File: config.mk
export PLATFORM = sky130hd
export DESIGN_NAME = prefd_ctrl
export DESIGN_NICKNAME = d
export VERILOG_FILES = /design/src/rtl/core/prefd_pkg.sv /design/src/rtl/core/prefd_ctrl.sv
export VERILOG_INCLUDE_DIRS = /design/src /design/src/rtl/core
export SDC_FILE = /design/constraint.sdc
export NUM_CORES = 1
export LEC_CHECK = 0
export ABC_CLOCK_PERIOD_IN_PS = 3450
export BUFFER_PORTS_ARGS = -buffer_cell sky130_fd_sc_hd__buf_2
export CAP_MARGIN = 20
export CORE_MARGIN = 8
export CORE_UTILIZATION = 54
export DETAILED_ROUTE_END_ITERATION = 7
export GPL_TIMING_DRIVEN = 0
export PLACE_DENSITY = 0.9
export REMOVE_ABC_BUFFERS = 1
export SLEW_MARGIN = 15
export SYNTH_ARGS = -nofsm -noshare
export SYNTH_HDL_FRONTEND = slang
export SYNTH_SLANG_ARGS = --single-unit
File: constraint.sdc
create_clock -name clk -period 3.45 [get_ports clk]
set_input_delay 0.1725 -clock clk [delete_from_list [all_inputs] [get_ports clk]]
set_output_delay 0.1725 -clock clk [all_outputs]
set_load 0.1 [all_outputs]
File: src/rtl/core/point_row_edge_feature_detector_core_macros.svh
// Assertion macros for the point row edge detector.
`ifndef POINT_ROW_EDGE_FEATURE_DETECTOR_CORE_MACROS_SVH
`define POINT_ROW_EDGE_FEATURE_DETECTOR_CORE_MACROS_SVH

`ifndef SYNTHESIS
`define PREFD_ASSERT_IMPL(label, ante, cons) \
    label: assert property (@(posedge clk) disable iff (!rst_n) (ante) |-> (cons)) \
        else $error("prefd: same-cycle check failed");
`define PREFD_ASSERT_NEXT(label, ante, cons) \
    label: assert property (@(posedge clk) disable iff (!rst_n) (ante) |=> (cons)) \
        else $error("prefd: next-cycle check failed");
`else
`define PREFD_ASSERT_IMPL(label, ante, cons)
`define PREFD_ASSERT_NEXT(label, ante, cons)
`endif

`endif

File: src/rtl/core/prefd_pkg.sv
`timescale 1ns / 1ps
`default_nettype none
// ----------------------------------------------------------------------------
// prefd_pkg
// Shared types and constants of the point row edge feature detector.
// ----------------------------------------------------------------------------
package prefd_pkg;

    localparam int COORD_W    = 16;
    localparam int THR_W      = 18;
    localparam int THR_FRAC   = 16;
    localparam int COL_W      = 10;
    localparam int DIST_W     = 25;               // Q.8 distance width
    localparam int SQ_W       = 2 * COORD_W + 2;  // sum of three squares
    localparam int ROOT_IN_W  = SQ_W + 16;        // dist_sq scaled by 2^16

    localparam logic [THR_W-1:0] THR_RESET = 18'd6554;

    localparam logic [1:0] AXIS_X = 2'd0;
    localparam logic [1:0] AXIS_Y = 2'd1;
    localparam logic [1:0] AXIS_Z = 2'd2;

    typedef struct packed {
        logic signed [COORD_W-1:0] x;
        logic signed [COORD_W-1:0] y;
        logic signed [COORD_W-1:0] z;
    } point_t;

    typedef struct packed {
        logic accept;
        logic diff_step;
        logic sqrt_start;
        logic accum;
        logic fin_square;
        logic fin_mul_lo;
        logic fin_mul_hi;
        logic fin_compare;
        logic emit_reg;
        logic emit_flush;
        logic row_clear;
    } ctrl_cmd_t;

    typedef struct packed {
        logic last;
        logic c_ge_w;
        logic c_ge_2w;
        logic axis_last;
        logic sqrt_done;
        logic nb_last;
        logic flush_last;
        logic out_free;
    } ctrl_status_t;

endpackage

`default_nettype wire

File: src/rtl/core/prefd_ctrl.sv
`timescale 1ns / 1ps
`default_nettype none
`include "point_row_edge_feature_detector_core_macros.svh"
// ----------------------------------------------------------------------------
// prefd_ctrl
// Sequencer: distance loop over the neighbours, test, result emission.
// ----------------------------------------------------------------------------
module prefd_ctrl (
    input  wire logic                    clk,
    input  wire logic                    rst_n,
    input  wire logic                    in_valid,
    output logic                         in_ready,
    input  wire prefd_pkg::ctrl_status_t st,
    output prefd_pkg::ctrl_cmd_t         cmd
);
    import prefd_pkg::*;

    typedef enum logic [11:0] {
        S_IDLE       = 12'b0000_0000_0001,
        S_DISPATCH   = 12'b0000_0000_0010,
        S_DIFF       = 12'b0000_0000_0100,
        S_ROOT_START = 12'b0000_0000_1000,
        S_ROOT       = 12'b0000_0001_0000,
        S_ACCUM      = 12'b0000_0010_0000,
        S_SQUARE     = 12'b0000_0100_0000,
        S_MUL_LO     = 12'b0000_1000_0000,
        S_MUL_HI     = 12'b0001_0000_0000,
        S_COMPARE    = 12'b0010_0000_0000,
        S_EMIT       = 12'b0100_0000_0000,
        S_FLUSH      = 12'b1000_0000_0000
    } state_t;

    state_t state_reg;
    state_t state_next;

    assign in_ready = (state_reg == S_IDLE);

    always_comb
    begin
        state_next = state_reg;
        cmd        = '0;
        unique case (state_reg)
            S_IDLE:
            begin
                if (in_valid)
                begin
                    cmd.accept = 1'b1;
                    state_next = S_DISPATCH;
                end
            end
            S_DISPATCH:
            begin
                priority if (st.c_ge_2w)
                    state_next = S_DIFF;
                else if (st.c_ge_w)
                    state_next = S_EMIT;
                else if (st.last)
                    state_next = S_FLUSH;
                else
                    state_next = S_IDLE;
            end
            S_DIFF:
            begin
                cmd.diff_step = 1'b1;
                if (st.axis_last)
                begin
                    state_next = S_ROOT_START;
                end
            end
            S_ROOT_START:
            begin
                cmd.sqrt_start = 1'b1;
                state_next     = S_ROOT;
            end
            S_ROOT:
            begin
                if (st.sqrt_done)
                begin
                    state_next = S_ACCUM;
                end
            end
            S_ACCUM:
            begin
                cmd.accum  = 1'b1;
                state_next = st.nb_last ? S_SQUARE : S_DIFF;
            end
            S_SQUARE:
            begin
                cmd.fin_square = 1'b1;
                state_next     = S_MUL_LO;
            end
            S_MUL_LO:
            begin
                cmd.fin_mul_lo = 1'b1;
                state_next     = S_MUL_HI;
            end
            S_MUL_HI:
            begin
                cmd.fin_mul_hi = 1'b1;
                state_next     = S_COMPARE;
            end
            S_COMPARE:
            begin
                cmd.fin_compare = 1'b1;
                state_next      = S_EMIT;
            end
            S_EMIT:
            begin
                if (st.out_free)
                begin
                    cmd.emit_reg = 1'b1;
                    state_next   = st.last ? S_FLUSH : S_IDLE;
                end
            end
            S_FLUSH:
            begin
                if (st.out_free)
                begin
                    cmd.emit_flush = 1'b1;
                    if (st.flush_last)
                    begin
                        cmd.row_clear = 1'b1;
                        state_next    = S_IDLE;
                    end
                end
            end
            default:
            begin
                state_next = S_IDLE;
            end
        endcase
    end

    always_ff @(posedge clk or negedge rst_n)
    begin
        if (!rst_n)
        begin
            state_reg <= S_IDLE;
        end
        else
        begin
            state_reg <= state_next;
        end
    end

    `PREFD_ASSERT_IMPL(a_load_when_free, cmd.emit_reg || cmd.emit_flush, st.out_free)
    `PREFD_ASSERT_NEXT(a_accept_dispatch, in_valid && in_ready, state_reg == S_DISPATCH)
    `PREFD_ASSERT_NEXT(a_root_goes_busy, cmd.sqrt_start, !st.sqrt_done)

endmodule

`default_nettype wire
### Yosys cells after proc, flatten, opt, wreduce, memory -nomap -nowiden

Index checks and enable logic that the tools add are counted.

* register bits: 12

* eq/ne operators: 18
* muxes and demuxes: 25
* reductions and logical operators: 1

Operators by type and width (number)
* 12-bit case mux with 12 select lines: 1
* 12-bit two-way mux: 9
* 12-bit by 1-bit equality test with 1-bit output (second input constant): 1
* 12-bit by 10-bit equality test with 1-bit output (second input constant): 1
* 12-bit by 11-bit equality test with 1-bit output (second input constant): 1
* 12-bit equality test (second input constant): 1
* 12-bit by 2-bit equality test with 1-bit output (second input constant): 1
* 12-bit by 3-bit equality test with 1-bit output (second input constant): 1
* 12-bit by 4-bit equality test with 1-bit output (second input constant): 1
* 12-bit by 5-bit equality test with 1-bit output (second input constant): 1
* 12-bit by 6-bit equality test with 1-bit output (second input constant): 1
* 12-bit by 7-bit equality test with 1-bit output (second input constant): 1
* 12-bit by 8-bit equality test with 1-bit output (second input constant): 1
* 12-bit by 9-bit equality test with 1-bit output (second input constant): 1
* 1-bit two-way mux: 12
* 2-bit != test (second input constant): 6
* 7-bit two-way mux: 1
* 6-bit AND reduction: 1
* 2-bit two-way mux: 2

### Longest topological paths before layout

* depth after elaboration: 4
* gate-level depth with buffers: 8
* mapped depth without buffers: 6

### Worst setup path before layout

Ideal clock, no wire load.

* path type: flip-flop to output port
* start point: register state_reg[9]
* end point: output cmd[6] in the netlist's numbering
* arrival time: 4.024 ns
* required time: 3.277 ns
* slack: -0.746 ns
* cell stages (with the launch flop): 5
* buffers on the path: 2
* cell sequence: dfrtp_1 > buf_6 > or4_4 > buf_6 > nor4_1

RTL lines
* from (decl): RTL line prefd_ctrl.sv:33 `state_t state_reg;`
* from (signal assigned): RTL line prefd_ctrl.sv:142 `state_reg <= state_next;`
* to (decl): RTL line prefd_ctrl.sv:14 `output prefd_pkg::ctrl_cmd_t cmd`

==> flow_metrics.tcl <==
set metrics [dict create \
    status "completed" \
    ios 23 \
    initial_core_util 0.572 \
    ys_types 41 \
    synth_commonest_cells "dfrtp_1, nor2_1, inv_1, and3_1" \
    dpl_worst_slack_ns 0.837 \
    period_minus_slack_ns 2.98 \
    synth_fa_ha_area_frac 0 \
    power_density_nw_per_um2 703 \
    fin_nets 127 \
    root_buffer "clkbuf_4" \
    worst_pin_slew_ns 0.781 \
    cts_tree "built" \
    syn_avg_cell_area_um2 9.27 \
    drt_iter0_markers 13 \
    drt-total-wl_um 2070 \
    viasPerCell 6.22 \
    worstSetupStartpointType "flip-flop" \
    detail-route-antenna-nets 0 \
    crit_arrival_ns 2.81 \
    grt_pass1_vias 834 \
    worstSetupEndpointType "output pin" \
    hold_viol_final 0 \
    swShare 0.512 \
    drv_slew 0 \
    ys_warn_count 0 \
    power_frac_clock 0.164 \
    setup_ws_ns 0.468 \
    p_switching_mw 0.361 \
    yosysMostFrequentCell "dfrtp_1" \
    synth_top_family_by_area "simple AND/OR/NAND/NOR gates" \
    synth_top_area_frac 0.319 \
    fmax_ghz 0.335 \
    h-tree-depth 1 \
    fillers 116 \
    grt_usage 0.133 \
    synth-edff-count 0 \
    dieArea_um2 3130 \
    post-route-util 0.667 \
    maxCapViolations 0 \
    power.total_mw 0.706 \
    die_h_um 56.0 \
    clockBufferDepth 2 \
    max_slew_margin 0.472 \
    yosys.area_share.simple 0.367 \
    whs_ns 0.0862 \
    gp_congestion 0.848 \
    grt_antenna_before_repair 0 \
    dr.pass1.iters 4 \
    ys_ff_latch 12 \
    synth-compound-area-share 0.176 \
    ys_seq_area_frac 0.350 \
    postCtsSetupBuffers 0 \
    finClkSkew_ns 0.00784 \
    fp.coreArea_um2 1510 \
    async_flop_share 1.00 \
    crit_type "flip-flop to output pin" \
    synth_ff_type "dfrtp_1" \
    synth-xor-area-share 0.0305 \
    p_int_mw 0.345 \
    yosysTopAreaCell "dfrtp_1" \
    numCtsBuffers 3 \
    dpl-instance-area_um2 958 \
    power_frac_comb 0.559 \
    hold_path_class "input pin to flip-flop" \
    num_vias 815 \
    core.rowCount 14 \
    die_w_um 56.0 \
    p_seq_frac 0.277 \
    clk_pin_slew_worst_paths_ns 0.08 \
    syn_to_final_growth_pct 16.5 \
    cts_sinks 12 \
    p_leak_nw 0.509 \
    antenna_cells 0 \
    drc 0 \
    port_buffers 22 \
    critPathRequiredTime_ns 3.28 \
    final_area_um2 1000 \
    insertion_delay_ns 0.28 \
    netlist_area_um2 862 \
    largest_register_ffs 12 \
    cp_max_fo 6 \
    grt_max_degree 13 \
    grt_pass1_wl_um 3570 \
    r2r_slack_ns 1.03 \
    yosys-top-cells-area "dfrtp_1, nor2_1, and3_1" \
    wire_per_inst_um 15.8 \
    fin_crit_sh 0.864 \
    rsz0062_at_grt "false" \
    grt_overflow_total 0 \
    muxShareOfSynthArea 0.0116 \
    synth_cells 93 \
    hpwl_um 1580 \
    drive_above_1_share 0.287 \
    final-setup-viol-count 0 \
    vdd_drop_max_uv 669 \
]
-- routing by layer --
| layer | track usage | wire [µm] | up-vias |
|---|---|---|---|
| li1 | - | - | 398 |
| met1 | 0.152 | 897 | 387 |
| met2 | 0.221 | 1010 | 25 |
| met3 | 0.0457 | 125 | 5 |
| met4 | 0.0515 | 36 | 0 |
| met5 | 0 | 0 | - |
-- metrics by stage --
step                      setup TNS, ns  std cells
final                                 0        131
after global routing                  0        131
after CTS                             0        131
after detailed placement              0        126
after global placement                0        126
after floorplan                   -1.09         88
-- layout by cell type, fill, tap and decap left out, drive strengths merged, types with 2 or more instances in the layout --
| master | Yosys | layout |
|---|---|---|
| nand2 | 3 | 3 |
| xor2 | 2 | 2 |
| nand2b | 4 | 4 |
| o221ai | 2 | 2 |
| nor4 | 5 | 5 |
| inv | 6 | 6 |
| clkbuf | 3 | 4 |
| and4 | 3 | 3 |
| o22a | 2 | 2 |
| nor3 | 4 | 4 |
| a21oi | 2 | 2 |
| nand4 | 2 | 2 |
| o21ai | 3 | 3 |
| nor3b | 3 | 3 |
| nand3 | 2 | 2 |
| and3 | 5 | 5 |
| buf | 2 | 22 |
| nor2 | 9 | 9 |
| dfrtp | 11 | 11 |
| nor4b | 3 | 3 |
-- final timing paths --
check | from | endpoint | cells past startpoint
max | state_reg[1] | cmd[4] | 5
min | in_valid | state_reg[0] | 2
max reg2reg | state_reg[1] | state_reg[0] | 6
min reg2reg | state_reg[9] | state_reg[9] | 1
max in group asynchronous | rst_n | state_reg[0] | 2
min in group asynchronous | rst_n | state_reg[1] | 2
-- critical path, cell delays in order (launching register included) --
cell and delay, ns:
dfrtp_1 0.45, nor4_2 0.47, nor4b_1 0.70, nand2_1 0.23
nor3b_1 0.21, buf_2 0.45
-- layout make-up --
cell class / instances / area, µm² / area share
Multi-Input combinational cell: 70 / 504 / 0.502
Inverter: 6 / 22.5 / 0.0224
Tap cell: 16 / 20.0 / 0.0199
Clock buffer: 4 / 36.3 / 0.0361
Sequential cell: 12 / 302 / 0.300
Timing Repair Buffer: 23 / 120 / 0.120
-- power groups by stage --
stage / clock (mW) / combinational [mW] / sequential, mW
floorplan: 0 / 0.324 / 0.189
global placement: 0 / 0.384 / 0.193
detailed placement: 0 / 0.391 / 0.195
CTS: 0.117 / 0.394 / 0.193
global route: 0.123 / 0.423 / 0.198
finish: 0.116 / 0.394 / 0.196
-- kinds of logic after synthesis --
logic type	count (synthesis)
simple gates	48
flops	12
mux	1
buf+inv	11
compound gates	18
xor+xnor	3
-- repair_timing --
item,CTS,global route
resized for setup,0,0
setup endpoints to repair,0,0
hold buffers,1,0
endpoints found under the hold margin,11,0
Note: power is estimated with default switching activity, not from simulation.
